`src/hw/rtl/device_reboot_sequencer_core_macros.svh`:
```
// assertion macros for the reboot sequencer
`ifndef DEVICE_REBOOT_SEQUENCER_CORE_MACROS_SVH
`define DEVICE_REBOOT_SEQUENCER_CORE_MACROS_SVH

`ifndef NO_ASSERTIONS
`define DRS_ASSERT(label, prop) \
  label: assert property (@(posedge clk_i) disable iff (!rst_ni) (prop)) \
    else $error("assertion failed");
`define DRS_ASSERT_NEXT(label, pre, post) \
  label: assert property (@(posedge clk_i) disable iff (!rst_ni) (pre) |=> (post)) \
    else $error("assertion failed");
`else
`define DRS_ASSERT(label, prop)
`define DRS_ASSERT_NEXT(label, pre, post)
`endif

`endif

```
`src/hw/rtl/drs_pkg.sv`:
```
package drs_pkg;

  localparam int unsigned CfgWidth   = 10;
  localparam int unsigned RetryWidth = 9;
  localparam int unsigned LimitWidth = 8;
  localparam int unsigned StatWidth  = 4;

  localparam int unsigned StPower   = 0;
  localparam int unsigned StReady   = 1;
  localparam int unsigned StInhibit = 2;
  localparam int unsigned StReprint = 3;

  localparam logic [CfgWidth-1:0]   PowerdownTicksRst = 10'd50;
  localparam logic [CfgWidth-1:0]   BootWaitTicksRst  = 10'd250;
  localparam logic [CfgWidth-1:0]   ResetTicksRst     = 10'd25;
  localparam logic [CfgWidth-1:0]   ReadyWaitTicksRst = 10'd25;
  localparam logic [LimitWidth-1:0] RetryLimitRst     = 8'd12;

  localparam logic [RetryWidth-1:0] RetryMax = '1;

  typedef enum logic [2:0] {
    PH_IDLE      = 3'd0,
    PH_POWERDOWN = 3'd1,
    PH_WAITBOOT  = 3'd2,
    PH_RESET     = 3'd3,
    PH_WAITREADY = 3'd4
  } phase_e;

  typedef enum logic [2:0] {
    CFG_POWERDOWN_TICKS  = 3'd0,
    CFG_BOOT_WAIT_TICKS  = 3'd1,
    CFG_RESET_TICKS      = 3'd2,
    CFG_READY_WAIT_TICKS = 3'd3,
    CFG_RETRY_LIMIT      = 3'd4
  } cfg_reg_e;

endpackage

```
`src/hw/rtl/device_reboot_sequencer_core.sv`:
```
// device reboot sequencer core
// one input item is one control pass: an optional tick, the sensed powered,
// ready and disabled flags, a reboot request and a status-sent flag. every
// item gives exactly one result item: the status bits, the sequencer phase
// after the pass, a reprint pulse and the retries counted so far.
// the input channel has a one-item input register; the pass is computed
// from it into the output register, which offers the result on the output
// channel. throughput is one item per cycle while the receiver takes the
// results; the pass state (status word, phase, wait counter, retry
// counter) is updated in the same cycle the result is registered, so the
// next item sees it straight away.
// when the receiver stalls, the result is held and one more item waits in
// the input register; after that tready drops until the result is taken.
// the configuration channel is always ready; write only while idle.
// reset clears the state to idle and loads the default register values:
// 50, 250, 25, 25 ticks and a retry limit of 12.
`include "device_reboot_sequencer_core_macros.svh"

module device_reboot_sequencer_core
  import drs_pkg::*;
#(
  parameter int unsigned WAIT_WIDTH = 10
) (
  input  logic                clk_i,
  input  logic                rst_ni,
  input  logic                s_axis_tvalid_i,
  output logic                s_axis_tready_o,
  // tick, powered, ready_req, disabled, reboot_request, status_sent, zero pad
  input  logic [7:0]          s_axis_tdata_i,
  output logic                m_axis_tvalid_o,
  input  logic                m_axis_tready_i,
  // stat_power, stat_ready, stat_inhibit, stat_reprint, phase[2:0],
  // reprint_pulse, retries_done[8:0], zero pad
  output logic [23:0]         m_axis_tdata_o,
  input  logic                cfg_valid_i,
  output logic                cfg_ready_o,
  input  logic [2:0]          cfg_index_i,
  input  logic [CfgWidth-1:0] cfg_data_i
);

  localparam int unsigned CmpWidth = (WAIT_WIDTH > CfgWidth) ? WAIT_WIDTH : CfgWidth;
  localparam logic [CmpWidth-1:0] WaitMax = CmpWidth'((64'd1 << WAIT_WIDTH) - 64'd1);

  function automatic logic [WAIT_WIDTH-1:0] load_wait(input logic [CfgWidth-1:0] ticks);
    logic [CmpWidth-1:0] ext;
    ext = CmpWidth'(ticks);
    if (ext > WaitMax) begin
      ext = WaitMax;
    end
    return ext[WAIT_WIDTH-1:0];
  endfunction

  // configuration
  logic [CfgWidth-1:0]   powerdown_ticks_q, boot_wait_ticks_q, reset_ticks_q;
  logic [CfgWidth-1:0]   ready_wait_ticks_q;
  logic [LimitWidth-1:0] retry_limit_q;

  assign cfg_ready_o = 1'b1;

  always_ff @(posedge clk_i or negedge rst_ni) begin
    if (!rst_ni) begin
      powerdown_ticks_q  <= PowerdownTicksRst;
      boot_wait_ticks_q  <= BootWaitTicksRst;
      reset_ticks_q      <= ResetTicksRst;
      ready_wait_ticks_q <= ReadyWaitTicksRst;
      retry_limit_q      <= RetryLimitRst;
    end else if (cfg_valid_i && cfg_ready_o) begin
      case (cfg_index_i)
        CFG_POWERDOWN_TICKS:  powerdown_ticks_q  <= cfg_data_i;
        CFG_BOOT_WAIT_TICKS:  boot_wait_ticks_q  <= cfg_data_i;
        CFG_RESET_TICKS:      reset_ticks_q      <= cfg_data_i;
        CFG_READY_WAIT_TICKS: ready_wait_ticks_q <= cfg_data_i;
        CFG_RETRY_LIMIT:      retry_limit_q      <= cfg_data_i[LimitWidth-1:0];
        default: ;
      endcase
    end
  end

  // input register and output register handshake
  logic       in_valid_q;
  logic [5:0] in_data_q;
  logic       out_valid_q;
  logic [16:0] out_data_q, out_data_d;
  logic       advance;

  assign advance         = in_valid_q && (!out_valid_q || m_axis_tready_i);
  assign s_axis_tready_o = !in_valid_q || advance;
  assign m_axis_tvalid_o = out_valid_q;
  assign m_axis_tdata_o  = {7'd0, out_data_q};

  always_ff @(posedge clk_i or negedge rst_ni) begin
    if (!rst_ni) begin
      in_valid_q  <= 1'b0;
      out_valid_q <= 1'b0;
    end else begin
      if (s_axis_tready_o) begin
        in_valid_q <= s_axis_tvalid_i;
      end
      if (advance) begin
        out_valid_q <= 1'b1;
      end else if (m_axis_tready_i) begin
        out_valid_q <= 1'b0;
      end
    end
  end

  always_ff @(posedge clk_i) begin
    if (s_axis_tready_o && s_axis_tvalid_i) begin
      in_data_q <= s_axis_tdata_i[5:0];
    end
    if (advance) begin
      out_data_q <= out_data_d;
    end
  end

  // pass state
  logic [StatWidth-1:0]  stored_status_q, stored_status_d;
  phase_e                seq_phase_q, seq_phase_d;
  logic [WAIT_WIDTH-1:0] wait_count_q, wait_count_d;
  logic [RetryWidth-1:0] retry_count_q, retry_count_d;
  logic                  reprint_pending_q, reprint_pending_d;

  logic                  tick, powered, ready_req, disabled, reboot_request, status_sent;
  logic [StatWidth-1:0]  st;
  logic [WAIT_WIDTH-1:0] wait_dec;
  logic [RetryWidth-1:0] retry_inc;

  assign tick           = in_data_q[0];
  assign powered        = in_data_q[1];
  assign ready_req      = in_data_q[2];
  assign disabled       = in_data_q[3];
  assign reboot_request = in_data_q[4];
  assign status_sent    = in_data_q[5];

  always_comb begin
    wait_dec = wait_count_q;
    if (tick && (wait_count_q != '0)) begin
      wait_dec = wait_count_q - 1'b1;
    end

    st = '0;
    st[StInhibit] = stored_status_q[StInhibit];
    if (powered) begin
      st[StPower] = 1'b1;
      if (!stored_status_q[StPower] && (seq_phase_q == PH_IDLE)) begin
        st[StInhibit] = 1'b1;
      end
    end
    if (ready_req) begin
      st[StReady]   = 1'b1;
      st[StInhibit] = 1'b0;
    end
    if (disabled) begin
      st[StInhibit] = 1'b1;
    end
    st[StReprint] = stored_status_q[StReprint] | reprint_pending_q;

    stored_status_d = st;
    if (status_sent) begin
      stored_status_d[StReprint] = 1'b0;
    end

    retry_inc = (retry_count_q < RetryMax) ? retry_count_q + 1'b1 : retry_count_q;

    reprint_pending_d = 1'b0;
    seq_phase_d       = seq_phase_q;
    wait_count_d      = wait_dec;
    retry_count_d     = retry_count_q;
    if (reboot_request && (seq_phase_q == PH_IDLE) && !st[StInhibit]) begin
      wait_count_d  = load_wait(powerdown_ticks_q);
      seq_phase_d   = PH_POWERDOWN;
      retry_count_d = '0;
    end else if (wait_dec == '0) begin
      case (seq_phase_q)
        PH_POWERDOWN: begin
          wait_count_d = load_wait(boot_wait_ticks_q);
          seq_phase_d  = PH_WAITBOOT;
        end
        PH_WAITBOOT: begin
          wait_count_d = load_wait(reset_ticks_q);
          seq_phase_d  = PH_RESET;
        end
        PH_RESET: begin
          wait_count_d = load_wait(ready_wait_ticks_q);
          seq_phase_d  = PH_WAITREADY;
        end
        PH_WAITREADY: begin
          if (st[StReady]) begin
            reprint_pending_d = 1'b1;
            seq_phase_d       = PH_IDLE;
          end else begin
            retry_count_d = retry_inc;
            if (retry_inc <= RetryWidth'(retry_limit_q)) begin
              wait_count_d = load_wait(boot_wait_ticks_q);
              seq_phase_d  = PH_WAITBOOT;
            end else begin
              seq_phase_d = PH_IDLE;
            end
          end
        end
        default: ;
      endcase
    end

    out_data_d = {retry_count_d, reprint_pending_d, 3'(seq_phase_d), st};
  end

  always_ff @(posedge clk_i or negedge rst_ni) begin
    if (!rst_ni) begin
      stored_status_q   <= '0;
      seq_phase_q       <= PH_IDLE;
      wait_count_q      <= '0;
      retry_count_q     <= '0;
      reprint_pending_q <= 1'b0;
    end else if (advance) begin
      stored_status_q   <= stored_status_d;
      seq_phase_q       <= seq_phase_d;
      wait_count_q      <= wait_count_d;
      retry_count_q     <= retry_count_d;
      reprint_pending_q <= reprint_pending_d;
    end
  end

  `DRS_ASSERT(a_pulse_only_idle, !reprint_pending_q || (seq_phase_q == PH_IDLE))
  `DRS_ASSERT(a_idle_wait_zero, (seq_phase_q != PH_IDLE) || (wait_count_q == '0))
  `DRS_ASSERT_NEXT(a_result_registered, advance, out_valid_q)

endmodule
```
`config.mk`:
```
export PLATFORM = sky130hd
export DESIGN_NAME = device_reboot_sequencer_core
export DESIGN_NICKNAME = d
export VERILOG_FILES = /design/src/hw/rtl/drs_pkg.sv /design/src/hw/rtl/device_reboot_sequencer_core.sv
export VERILOG_INCLUDE_DIRS = /design/src /design/src/hw/rtl
export SDC_FILE = /design/constraint.sdc
export NUM_CORES = 1
export LEC_CHECK = 0
export ABC_CLOCK_PERIOD_IN_PS = 3600
export BUFFER_PORTS_ARGS = -buffer_cell sky130_fd_sc_hd__buf_2
export CAP_MARGIN = 20
export CORE_ASPECT_RATIO = 0.7
export CORE_UTILIZATION = 50
export DETAILED_ROUTE_END_ITERATION = 10
export PLACE_DENSITY = 0.67
export SLEW_MARGIN = 20
export SYNTH_ARGS = -nofsm -noshare
export SYNTH_HDL_FRONTEND = slang
export SYNTH_SLANG_ARGS = --single-unit
```
`constraint.sdc`:
```
create_clock -name clk_i -period 3.6 [get_ports clk_i]
set_input_delay 0.54 -clock clk_i [delete_from_list [all_inputs] [get_ports clk_i]]
set_output_delay 0.54 -clock clk_i [all_outputs]
set_load 0.02 [all_outputs]
```
==> results of run 1 <==
final cells by class:
cell class              count  area share, %
clock buffers              10          3.971
clock inverters             6          1.164
flip-flops and latches     99          43.51
multi-input cells         370          40.94
well taps                 132          2.744
inverters                  29          1.809
repair buffers             61          5.863
metal layers:
layer	track usage [%]	vias up	wire (um)	part of all wire (%)
li1	-	2018	-	-
met1	32.33	2110	5942	47
met2	40.43	106	5992	47
met3	6.409	20	620	4.9
met4	9.867	0	212	1.7
met5	0	-	0	0
kinds of logic after synthesis:
kind of cell / Yosys count / share of synthesized area [%]
xor+xnor: 5 / 0.8216
fa+ha+maj: 10 / 2.347
other cells: 2 / 0.1409
compound gates: 134 / 17.37
mux: 33 / 6.948
buf+inv: 74 / 5.939
flops: 99 / 49.04
simple gates: 180 / 17.39
layout by cell type, fill, tap and decap left out, types with 11 or more instances in the layout:
cell | Yosys | layout
sky130_fd_sc_hd__inv_1 | 28 | 28
sky130_fd_sc_hd__dfrtp_1 | 59 | 55
sky130_fd_sc_hd__buf_4 | 8 | 19
sky130_fd_sc_hd__a21oi_1 | 12 | 12
sky130_fd_sc_hd__o21ai_0 | 35 | 35
sky130_fd_sc_hd__nor2_1 | 32 | 31
sky130_fd_sc_hd__buf_2 | 7 | 42
sky130_fd_sc_hd__nand3_1 | 17 | 17
sky130_fd_sc_hd__mux2_2 | 32 | 32
sky130_fd_sc_hd__nand2_1 | 66 | 66
sky130_fd_sc_hd__dfstp_2 | 17 | 17
sky130_fd_sc_hd__a211oi_1 | 12 | 12
sky130_fd_sc_hd__edfxtp_1 | 23 | 23
sky130_fd_sc_hd__or4_1 | 11 | 11
sky130_fd_sc_hd__o22ai_1 | 11 | 11
sequential cells by signal, summed over array words and instances, names as in the netlist:
signal	count
retry_limit_q	8
in_valid_q	1
out_data_q	17
powerdown_ticks_q	10
retry_count_q	9
m_axis_tvalid_o	1
reprint_pending_q	1
stored_status_q	3
boot_wait_ticks_q	10
wait_count_q	10
seq_phase_q	3
ready_wait_ticks_q	10
reset_ticks_q	10
in_data_q	6
path summary, 6_finish.rpt:
path / slack, ns / end / cells past startpoint / from
hold / removal: 0.35 / retry_count_q[8] / 1 / rst_ni
hold reg to reg: 0.45 / stored_status_q[3] / 1 / in_data_q[5]
max in group asynchronous: 2.57 / retry_count_q[6] / 1 / rst_ni
min in group clk_i: 0.36 / in_data_q[3] / 1 / s_axis_tdata_i[3]
setup reg to reg: 0.32 / wait_count_q[1] / 15 / retry_count_q[0]
setup / recovery: 0.32 / wait_count_q[1] / 15 / retry_count_q[0]
power by group through the flow:
stage / registers [W] / clock network [W] / logic, W
6_report: 0.00145 / 0.000994 / 0.000656
5_1_grt: 0.00147 / 0.00106 / 0.000740
4_1_cts: 0.00145 / 0.00102 / 0.000645
3_5_place_dp: 0.00147 / 0 / 0.000640
3_3_place_gp: 0.00146 / 0 / 0.000614
2_1_floorplan: 0.00142 / 0 / 0.000523
critical path, stage by stage, from the launching register on:
cell	delay, ns
sky130_fd_sc_hd__dfrtp_2	0.43
sky130_fd_sc_hd__ha_1	0.19
sky130_fd_sc_hd__nand3_1	0.11
sky130_fd_sc_hd__o21bai_1	0.20
sky130_fd_sc_hd__inv_1	0.07
sky130_fd_sc_hd__nand3_1	0.14
sky130_fd_sc_hd__xnor2_1	0.18
sky130_fd_sc_hd__ha_1	0.23
sky130_fd_sc_hd__a2111oi_2	0.38
sky130_fd_sc_hd__o21ai_0	0.13
sky130_fd_sc_hd__a21oi_1	0.18
sky130_fd_sc_hd__o221ai_2	0.17
sky130_fd_sc_hd__buf_4	0.25
sky130_fd_sc_hd__o22ai_1	0.15
sky130_fd_sc_hd__nand2_1	0.09
sky130_fd_sc_hd__a221oi_2	0.27
through the flow:
stage / TNS, ns / hold WS, ns / instances
5_1_grt: -0.007230 / 0.3516 / 707
3_5_place_dp: 0 / 0.4469 / 688
4_1_cts: 0 / 0.3495 / 704
3_3_place_gp: 0 / 0.4302 / 688
2_1_floorplan: 0 / 0.2444 / 543
6_report: 0 / 0.3541 / 707
timing repair:
action	4_1_cts	5_1_grt
resized for setup	0	13
hold buffers	0	0
setup endpoints to repair	0	12
setup buffers	0	2
==> Flow_metrics.wiki, run 1 <==
{| class="wikitable"
! Metric !! Value
|-
| Number of enable-type register cells in the synthesized netlist || 23
|-
| Via count of the first global-routing pass || between 4000 and 5000
|-
| Total leakage power || approximately 2.4 nW
|-
| Worst slew pin tran || roughly 0.98 ns
|-
| Fraction of power spent switching nets || between 20% and 30%
|-
| First-pass GRT wire length || between 20000 and 25000 um
|-
| Normalized max-slew margin || a little over a third
|-
| Leftover overflow at the end of global routing || 0
|-
| Final antenna-violating net count || 0
|-
| Clock-pin transition on the worst setup and hold timing paths || roughly 0.07 ns
|-
| Ys Warns || 0
|-
| Area of the multi-input gates || 2464 um^2
|-
| Drc violations || 2
|-
| Syn-to-layout area delta || 12.91%
|-
| Cell-internal power || roughly 0.0022 W
|-
| First-pass detailed-route iteration total || 8
|-
| Detail-routed via count per cell || 6.017
|-
| Cell Pwr Density || between 500 and 600 nW/um^2
|-
| Detailed router's first-iteration violation count || 375
|-
| Num Clock Sinks || ~100
|-
| Synth Instances || around 540
|-
| Count of vias placed by the detailed router || 4254
|-
| Overall Power || 0.003099 W
|-
| I/O Pins || 53
|-
| Number of endpoints with negative hold slack in the final report || 0
|-
| Layout cell share with drive strength beyond 1 || roughly a quarter
|-
| Reported max-cap violation count || 0
|-
| Flip-flop and latch area || 2619 um^2
|-
| Avg Inst Size Synth || 9.926 um^2
|-
| Post-DP Area || ~5700 um^2
|-
| Arrival time reported for the critical path endpoint || ~3.5 ns
|-
| Max Transition Viols Final || 0
|-
| Required @ worst endpoint || 3.86 ns
|-
| Post-route fraction of the period consumed by the critical path || 91.04%
|-
| Maximum operating frequency || a little over 0.3 GHz
|-
| Maximum clock path buffer count || 2
|-
| Final HPWL DP || 8517 um
|-
| Summed area of non-filler cells in the final layout || about 6000 um^2
|-
| CP Class || flip-flop to flip-flop
|-
| Count of buffers from port buffering || 42
|-
| Leading cell types by total area after synthesis || sky130_fd_sc_hd__dfrtp_1 (28%), sky130_fd_sc_hd__edfxtp_1 (13%), sky130_fd_sc_hd__dfstp_2 (8.4%)
|-
| CTS root buffer || sky130_fd_sc_hd__clkbuf_16
|-
| Netlist cell types || 68
|-
| Maximum vdd ir drop || about 340 uV
|-
| Net total in the final layout || 606
|-
| Synth top area share || 27.70%
|-
| Total track usage || 24.84%
|-
| FFs w/ async S/R, synth || about three quarters
|-
| Core area || 10360 um^2
|-
| Most used flip-flop cell after synthesis || sky130_fd_sc_hd__dfrtp_1
|-
| Level count of the clock H-tree || 3
|-
| Most common cell in the synthesized netlist || sky130_fd_sc_hd__nand2_1
|-
| WL per Instance || 18.06 um
|-
| Kind of path behind the tightest hold check || input port to asynchronous set/reset pin
|-
| Post-synthesis cell type with the largest combined area || sky130_fd_sc_hd__dfrtp_1
|-
| Number of synthesized register bits || just under 100
|-
| Critical Path End Type || flip-flop
|-
| Pin count of the biggest net entering global routing || 77
|-
| Number of antenna violations at the first check in global routing || 0
|-
| Max FO, Critical Path || 7
|-
| Worst slack at placement || roughly 0.25 ns
|-
| TritonCTS clock tree || built
|-
| # diodes || 0
|-
| Synthesized cell area || approximately 5300 um^2
|-
| Sequential share of the synthesized area || between 40% and 50%
|-
| Most numerous cell types in the synthesized netlist || sky130_fd_sc_hd__nand2_1 (66), sky130_fd_sc_hd__dfrtp_1 (59), sky130_fd_sc_hd__o21ai_0 (35), sky130_fd_sc_hd__mux2_2 (32), sky130_fd_sc_hd__nor2_1 (32)
|-
| Die Span X || 125.4 um
|-
| Number of CTS-inserted buffers || 9
|-
| Weighted congestion reported at the end of routability-driven placement || between 0.8 and 0.9
|-
| Min Tclk post-route || 3.277 ns
|-
| Final Routed Wirelength || 12770 um
|-
| Setup violations, final || 0
|-
| Clock Latency Late Sink || between 0.3 and 0.4 ns
|-
| Power share of the clock group || around a third
|-
| Status || finished, violations left
|-
| Final worst-path setup slack || between 0.3 and 0.4 ns
|-
| Standard-cell rows || 31
|-
| Logic pwr share || around a fifth
|-
| Finished Core Util || between 50 and 60%
|-
| Worst clock skew || 0.01220 ns
|-
| Overall die area || about 11000 um^2
|-
| Net switching power figure || about 0.0009 W
|-
| Initial core utilization || approximately half
|-
| Failing checks || DRC
|-
| Sequential fraction of design power || roughly 47%
|-
| Fill cell instance count of the final layout || slightly below 900
|-
| Die height || a little under 90 um
|-
| Kind of start point of the critical path || flip-flop
|}
Note: power is estimated with default switching activity, not from simulation.
==> inputs of run 2 (changes only) <==
--- a/config.mk
+++ b/config.mk
@@ -14,2 +14,3 @@
 export DETAILED_ROUTE_END_ITERATION = 10
+export GPL_ROUTABILITY_DRIVEN = 0
 export PLACE_DENSITY = 0.67
==> constraint.sdc (replaced) <==
create_clock -name clk_i -period 3.6 [get_ports clk_i]
set_input_delay 0.36 -clock clk_i [delete_from_list [all_inputs] [get_ports clk_i]]
set_output_delay 0.36 -clock clk_i [all_outputs]
set_load 0.02 [all_outputs]
==> run 2 against run 1 <==
  * The run still ends with DRC left
  * Via count shrank 1.5%
  * Worst setup slack lost 0.098 ns
  * Hold slack lost 0.18 ns
  * Clock power shrank 9.6%
  * Routed wire length shrank 4.4%
  * Design area shrank 1.1%
  * First-iteration DRC count shrank 10%
  * Sequential power is essentially flat
  * Combinational power shrank 2%
  * Fmax shrank 2.9%
  * Global-route usage shrank 1.3 points
  * Clock-buffer cell count grew 3
  * Largest power group unchanged
  * Highest routed layer unchanged
==> Flow_metrics.wiki, run 2 (synthesis results as in run 1) <==
{| class="wikitable"
! Metric !! Value
|-
| Total leakage power || 2.406 nW (-0.73%)
|-
| Logic pwr share || 21.4% (+0.2 points)
|-
| Critical path startpoint || retry_count_q[1]
|-
| Detailed router's first-iteration violation count || 336 (-10%)
|-
| Final antenna-violating net count || 0 (unchanged)
|-
| Level count of the clock H-tree || 3 (unchanged)
|-
| Critical path capture point || wait_count_q[9]
|-
| Final Routed Wirelength || 12200 um (-4.4%)
|-
| Min Tclk post-route || 3.375 ns (+0.09763 ns)
|-
| First-pass GRT wire length || 19860 um (-5.8%)
|-
| Kind of start point of the critical path || flip-flop
|-
| Worst r2r src || retry_count_q[1]
|-
| WL per Instance || 17.30 um (-4.2%)
|-
| TritonCTS clock tree || built
|-
| Via count of the first global-routing pass || 3963 (-6.2%)
|-
| Reported max-cap violation count || 0 (unchanged)
|-
| Worst slew pin tran || 1.009 ns (+0.03286 ns)
|-
| Sequential fraction of design power || 48.5% (+1.8 points)
|-
| Fraction of power spent switching nets || 28.90% (-0.53 points)
|-
| Arrival time reported for the critical path endpoint || 3.59 ns (+0.05 ns)
|-
| Worst path max stage delay || 0.49 ns (+0.06 ns)
|-
| Initial core utilization || 51.47% (unchanged)
|-
| Crit path max-delay cell type || sky130_fd_sc_hd__a2111oi_0
|-
| Required @ worst endpoint || 3.81 ns (-0.05 ns)
|-
| Crit path cell chain || nand4_1 -> o31a_1 -> buf_4 -> nand3_1 -> xnor2_1 -> ha_1 -> nand4_1 -> o21ai_0 -> a21oi_1 -> o221ai_1 -> buf_4 -> o22ai_1 -> a2111oi_0 -> nor2_1
|-
| Top register by number of flip-flops || out_data_q
|-
| Cell Pwr Density || 501.9 nW/um^2 (-2.5%)
|-
| Maximum vdd ir drop || 296.3 uV (-12%)
|-
| Finished Core Util || 57.46% (-0.65 points)
|-
| Leftover overflow at the end of global routing || 0 (unchanged)
|-
| Commonest non-fill, non-tap cells in the layout || sky130_fd_sc_hd__nand2_1 (66), sky130_fd_sc_hd__dfrtp_1 (59), sky130_fd_sc_hd__buf_2 (41)
|-
| Detail-routed via count per cell || 5.945 (-1.2%)
|-
| Max Transition Viols Final || 0 (unchanged)
|-
| Number of CTS-inserted buffers || 9 (unchanged)
|-
| Num Clock Sinks || 99 (unchanged)
|-
| Clock Latency Late Sink || 0.34 ns (about the same)
|-
| Number of setup buffers added after CTS || 0 (unchanged)
|-
| Worst r2r path cells || 14 (-1)
|-
| CP Class || flip-flop to flip-flop
|-
| Most common cell after layout, fill and taps aside || sky130_fd_sc_hd__nand2_1
|-
| Hold-fix buffers at CTS || 0 (unchanged)
|-
| Clock-pin transition on the worst setup and hold timing paths || 0.06 ns (about the same)
|-
| Worst clock skew || 0.009233 ns (-0.002965 ns)
|-
| Drc violations || 2 (unchanged)
|-
| CTS root buffer || sky130_fd_sc_hd__clkbuf_16
|-
| Maximum clock path buffer count || 2 (unchanged)
|-
| Maximum operating frequency || 0.2963 GHz (-2.9%)
|-
| Kind of path behind the tightest hold check || input port to asynchronous set/reset pin
|-
| Final HPWL DP || 8373 um (-1.7%)
|-
| Number of antenna violations at the first check in global routing || 0 (unchanged)
|-
| I/O Pins || 53 (unchanged)
|-
| DP Cell Count || 689 (+0.15%)
|-
| Number of endpoints with negative hold slack in the final report || 0 (unchanged)
|-
| Number of flip-flops under the largest register name || 17 (unchanged)
|-
| Pin count of the biggest net entering global routing || 77 (unchanged)
|-
| Die Span X || 125.4 um (unchanged)
|-
| Layout cell share with drive strength beyond 1 || 23.39% (-1.8 points)
|-
| Critical Path End Type || flip-flop
|-
| Register-to-register path setup slack || 0.23 ns (-0.10 ns)
|-
| Failing checks || DRC
|-
| Status || finished, violations left
|-
| Hold Slack || 0.1772 ns (-0.1769 ns)
|-
| Standard-cell rows || 31 (unchanged)
|-
| Post-route fraction of the period consumed by the critical path || 93.75% (+2.7 points)
|-
| Core area || 10360 um^2 (unchanged)
|-
| Syn-to-layout area delta || 11.64%
|-
| Overall Power || 0.002986 W (-3.6%)
|-
| Setup violations, final || 0 (unchanged)
|-
| Net switching power figure || 0.0008632 W (-5.3%)
|-
| Die height || 88.39 um (unchanged)
|-
| Count of buffers from port buffering || 42 (unchanged)
|-
| Net total in the final layout || 604 (-0.33%)
|-
| Cell-internal power || 0.002123 W (-2.9%)
|-
| Endpoint of the worst register-to-register path || wait_count_q[9]
|-
| Fin Setup TNS || 0 ns (unchanged)
|-
| Total track usage || 23.52% (-1.3 points)
|-
| Power share of the clock group || 30.1% (-2.0 points)
|-
| First-pass detailed-route iteration total || 8 (unchanged)
|-
| Post-layout instance count excluding filler cells || 705 (-0.28%)
|-
| Overall die area || 11080 um^2 (unchanged)
|-
| # diodes || 0 (unchanged)
|-
| Normalized max-slew margin || 32.49% (-2.4 points)
|-
| Count of vias placed by the detailed router || 4191 (-1.5%)
|-
| Max FO, Critical Path || 10 (+3)
|}
[run 2: cell types whose count changed in the layout (fill, tap and decap cells not counted), sizes merged]
cell | previous run | this run
buf | 61 | 59
bufinv | 1 | 0
clkbuf | 10 | 13
inv | 30 | 28
[run 2: area by class of cell]
type                    count  area, um^2
fillers                   888        4405
well taps                 132       165.2
flip-flops and latches     99        2614
multi-input cells         370        2447
repair buffers             59       340.3
clock buffers              13       260.3
clock inverters             3       15.01
inverters                  29       108.9
[run 2: worst max-delay path, delay by kind of cell (launching register included)]
| family | cells | cell delay [ns] |
|---|---|---|
| compound gates | 6 | 1.42 |
| simple gates | 4 | 0.54 |
| flops | 1 | 0.46 |
| buf+inv | 2 | 0.41 |
| fa+ha+maj | 1 | 0.30 |
| xor+xnor | 1 | 0.11 |
[run 2: worst min path at each step]
stage                 startpoint                   end  depth (start not counted)
6_report                  rst_ni      retry_limit_q[4]                          1
5_1_grt        s_axis_tdata_i[0]          in_data_q[0]                          1
4_1_cts        s_axis_tdata_i[1]          in_data_q[1]                          1
3_5_place_dp        in_data_q[5]    stored_status_q[3]                          1
3_3_place_gp        in_data_q[5]    stored_status_q[3]                          1
2_1_floorplan             rst_ni  boot_wait_ticks_q[0]                          0
[run 2: power groups by stage]
stage | clock (W) | sequential [W] | combinational [W]
finish | 0.000899 | 0.00145 | 0.000640
global route | 0.000957 | 0.00147 | 0.000723
CTS | 0.000926 | 0.00145 | 0.000639
detailed placement | 0 | 0.00147 | 0.000635
global placement | 0 | 0.00146 | 0.000611
floorplan | 0 | 0.00142 | 0.000523
[run 2: stage by stage]
stage | worst slack [ns] | cell area (um^2)
after floorplan | 0.4237 | 5353
after global placement | 0.3640 | 5669
after detailed placement | 0.2701 | 5669
after CTS | 0.2567 | 5944
after global routing | -0.04614 | 5951
final | 0.2250 | 5951
[run 2: per-layer routing]
| layer | GRT usage [%] | routed length (um) | vias to the layer above |
|---|---|---|---|
| li1 | - | - | 2016 |
| met1 | 31.07 | 5762 | 2033 |
| met2 | 37.53 | 5641 | 128 |
| met3 | 5.381 | 621 | 14 |
| met4 | 10.86 | 173 | 0 |
| met5 | 0 | 0 | - |
[run 2: repair_timing]
action,in CTS,in global routing
setup endpoints to repair,0,11
gates resized for setup,0,2
endpoints found under the hold margin,0,0
==> inputs of run 3 (changes only) <==
ABC_CLOCK_PERIOD_IN_PS = 3500   (was 3600)
clock period = 3.5 ns   (was 3.6 ns; I/O delays follow)
==> run 3 against run 2 <==
  * Core utilization is 1.2 points higher
  * Register-to-register slack better by 0.04 ns
  * Design area is 2.2% higher
  * Global-route usage is 0.29 points higher
  * Clock-buffer cell count is 4 lower
  * The run still ends with DRC left
  * Sequential cell count stayed put
  * Sequential power is 3% higher
  * Power is 6.4% higher
  * Die area stayed put
  * Worst setup slack better by 0.043 ns
  * Critical path depth stayed put
  * Non-clock buffer count is 7 higher
==> Flow_metrics.wiki, run 3 (synthesis results as in run 1) <==
{| class="wikitable"
! Metric !! Value
|-
| Standard-cell rows || 31 (unchanged)
|-
| Final worst-path setup slack || 0.2676 ns (+0.04262 ns)
|-
| Worst slack at placement || 0.08326 ns (-0.1869 ns)
|-
| First-pass GRT wire length || 20290 um (+2.2%)
|-
| Required @ worst endpoint || 3.72 ns (-0.09 ns)
|-
| Top register by number of flip-flops || out_data_q
|-
| Overall die area || 11080 um^2 (unchanged)
|-
| Kind of path behind the tightest hold check || input port to flip-flop
|-
| Clock-pin transition on the worst setup and hold timing paths || 0.07 ns (about the same)
|-
| Number of flip-flops under the largest register name || 17 (unchanged)
|-
| Critical Path End Type || flip-flop
|-
| Min Tclk post-route || 3.232 ns (-0.1426 ns)
|-
| Crit path max-delay family || compound AO/OA/AOI/OAI gates
|-
| Summed area of non-filler cells in the final layout || 6080 um^2 (+2.2%)
|-
| Cell Pwr Density || 522.4 nW/um^2 (+4.1%)
|-
| Fraction of power spent switching nets || 29.54% (+0.63 points)
|-
| Maximum clock path buffer count || 2 (unchanged)
|-
| Max FO, Critical Path || 7 (-3)
|-
| Initial core utilization || 51.47% (unchanged)
|-
| Die height || 88.39 um (unchanged)
|-
| Level count of the clock H-tree || 3 (unchanged)
|-
| Drc violations || 2 (unchanged)
|-
| Post-route fraction of the period consumed by the critical path || 92.35% (-1.4 points)
|-
| Maximum operating frequency || 0.3094 GHz (+4.4%)
|-
| First-pass detailed-route iteration total || 9 (+1)
|-
| Kind of start point of the critical path || flip-flop
|-
| Syn-to-layout area delta || 14.06%
|-
| CTS root buffer || sky130_fd_sc_hd__clkbuf_16
|-
| Sequential fraction of design power || 47.0% (-1.5 points)
|-
| Failing checks || DRC
|-
| Worst path max stage delay || 0.43 ns (-0.06 ns)
|-
| Reported max-cap violation count || 0 (unchanged)
|-
| Most common cell after layout, fill and taps aside || sky130_fd_sc_hd__nand2_1
|-
| # diodes || 0 (unchanged)
|-
| CP Class || flip-flop to flip-flop
|-
| Total track usage || 23.81% (+0.29 points)
|-
| Total leakage power || 2.462 nW (+2.3%)
|-
| Power share of the clock group || 31.9% (+1.8 points)
|-
| Final HPWL DP || 8432 um (+0.70%)
|-
| WL per Instance || 17.48 um (+1.0%)
|-
| Commonest non-fill, non-tap cells in the layout || sky130_fd_sc_hd__nand2_1 (66), sky130_fd_sc_hd__dfrtp_1 (57), sky130_fd_sc_hd__buf_2 (41)
|-
| Via count of the first global-routing pass || 4067 (+2.6%)
|-
| Final Routed Wirelength || 12440 um (+2.0%)
|-
| Post-DP Area || 5699 um^2 (+0.53%)
|-
| Max Transition Viols Final || 0 (unchanged)
|-
| Normalized max-slew margin || 40.76% (+8.3 points)
|-
| TritonCTS clock tree || built
|-
| Maximum vdd ir drop || 294.8 uV (-0.53%)
|-
| Detailed router's first-iteration violation count || 348 (+3.6%)
|-
| Logic pwr share || 21.1% (-0.3 points)
|-
| Status || finished, violations left
|-
| Cell-internal power || 0.002238 W (+5.4%)
|-
| Finished Core Util || 58.70% (+1.2 points)
|-
| Layout cell share with drive strength beyond 1 || 25.34% (+2.0 points)
|-
| Worst slew pin tran || 0.8805 ns (-0.1284 ns)
|-
| Hold Slack || 0.1759 ns (-0.001306 ns)
|-
| Number of CTS-inserted buffers || 9 (unchanged)
|-
| Crit path max-delay cell type || sky130_fd_sc_hd__dfrtp_2
|-
| Core area || 10360 um^2 (unchanged)
|-
| Buffers & Inverters on Critical Path || 2 (unchanged)
|-
| Worst clock skew || 0.004642 ns (-0.004591 ns)
|-
| Number of setup buffers added after CTS || 0 (unchanged)
|-
| Leftover overflow at the end of global routing || 0 (unchanged)
|-
| Clock Latency Late Sink || 0.34 ns (about the same)
|-
| Crit path cell chain || nand4_1 -> o31a_1 -> buf_4 -> nand3_1 -> xnor2_1 -> ha_1 -> nand4_1 -> o21ai_0 -> a21oi_1 -> o221ai_2 -> clkbuf_4 -> o22ai_1 -> a2111oi_0 -> a21oi_1
|-
| Count of vias placed by the detailed router || 4243 (+1.2%)
|-
| Final antenna-violating net count || 0 (unchanged)
|-
| Number of antenna violations at the first check in global routing || 0 (unchanged)
|-
| Pin count of the biggest net entering global routing || 77 (unchanged)
|-
| Detail-routed via count per cell || 5.959 (+0.25%)
|-
| Net switching power figure || 0.0009381 W (+8.7%)
|-
| Num Clock Sinks || 99 (unchanged)
|-
| Net total in the final layout || 611 (+1.2%)
|-
| I/O Pins || 53 (unchanged)
|-
| Count of buffers from port buffering || 42 (unchanged)
|-
| Die Span X || 125.4 um (unchanged)
|-
| Setup violations, final || 0 (unchanged)
|-
| Arrival time reported for the critical path endpoint || 3.45 ns (-0.14 ns)
|-
| Number of endpoints with negative hold slack in the final report || 0 (unchanged)
|}
-- run 3: cell count changes in the layout (fill, tap and decap cells not counted), moves of 2 or more --
cell / delta
sky130_fd_sc_hd__clkbuf_8: -2
sky130_fd_sc_hd__buf_4: +3
sky130_fd_sc_hd__dfrtp_2: +2
sky130_fd_sc_hd__dfrtp_1: -2
sky130_fd_sc_hd__clkbuf_1: -2
sky130_fd_sc_hd__inv_4: +2
sky130_fd_sc_hd__inv_6: +2
sky130_fd_sc_hd__clkinv_2: -3
-- run 3: power groups by stage --
stage | registers, W | clock network (W) | logic, W
floorplan | 0.00146 | 0 | 0.000538
finish | 0.00149 | 0.00101 | 0.000669
detailed placement | 0.00151 | 0 | 0.000654
CTS | 0.00149 | 0.00104 | 0.000657
global placement | 0.00150 | 0 | 0.000630
global route | 0.00151 | 0.00108 | 0.000752
-- run 3: layout make-up --
class                           instances  area (um^2)
Clock inverter                          7        80.08
Inverter                               29        108.9
Fill cell                             888         4277
Tap cell                              132        165.2
Multi-Input combinational cell        370         2465
Timing Repair Buffer                   66        419.2
Clock buffer                            9        225.2
Sequential cell                        99         2616
-- run 3: worst register-to-register path, delay by kind of cell (launching register included) --
kind	cells	cell delay, ns
compound gates	7	1.43
flops	1	0.43
xor+xnor	1	0.11
fa+ha+maj	1	0.30
buf+inv	2	0.43
simple gates	3	0.41
-- run 3: layer usage --
layer | GRT usage, % | vias to the layer above | wire (um) | part of all wire, %
li1 | - | 2039 | - | -
met1 | 32.17 | 2056 | 5770 | 46
met2 | 37.99 | 131 | 5718 | 46
met3 | 5.381 | 17 | 790 | 6.3
met4 | 9.091 | 0 | 165 | 1.3
met5 | 0 | - | 0 | 0
-- run 3: worst paths after layout --
path | endpoint | slack (ns) | from | cells past startpoint
worst max-delay path | wait_count_q[3] | 0.27 | retry_count_q[1] | 14
worst min-delay path | in_data_q[1] | 0.18 | s_axis_tdata_i[1] | 1
worst max register to register | wait_count_q[3] | 0.27 | retry_count_q[1] | 14
worst min register to register | stored_status_q[3] | 0.44 | in_data_q[5] | 1
max in group asynchronous | boot_wait_ticks_q[7] | 2.41 | rst_ni | 3
min in group asynchronous | retry_count_q[0] | 0.47 | rst_ni | 2
-- run 3: metrics by stage --
step                total power, W   TNS, ns  instances
floorplan                 0.001998         0        543
global placement          0.002131         0        693
detailed placement        0.002165         0        693
CTS                       0.003188         0        709
global route              0.003344  -0.07509        712
finish                    0.003176         0        712
-- run 3: what timing repair did --
action                                 in CTS  in global routing
hold buffers                                0                  1
setup endpoints to repair                   0                 12
gates resized for setup                     0                 13
endpoints found under the hold margin       0                 20
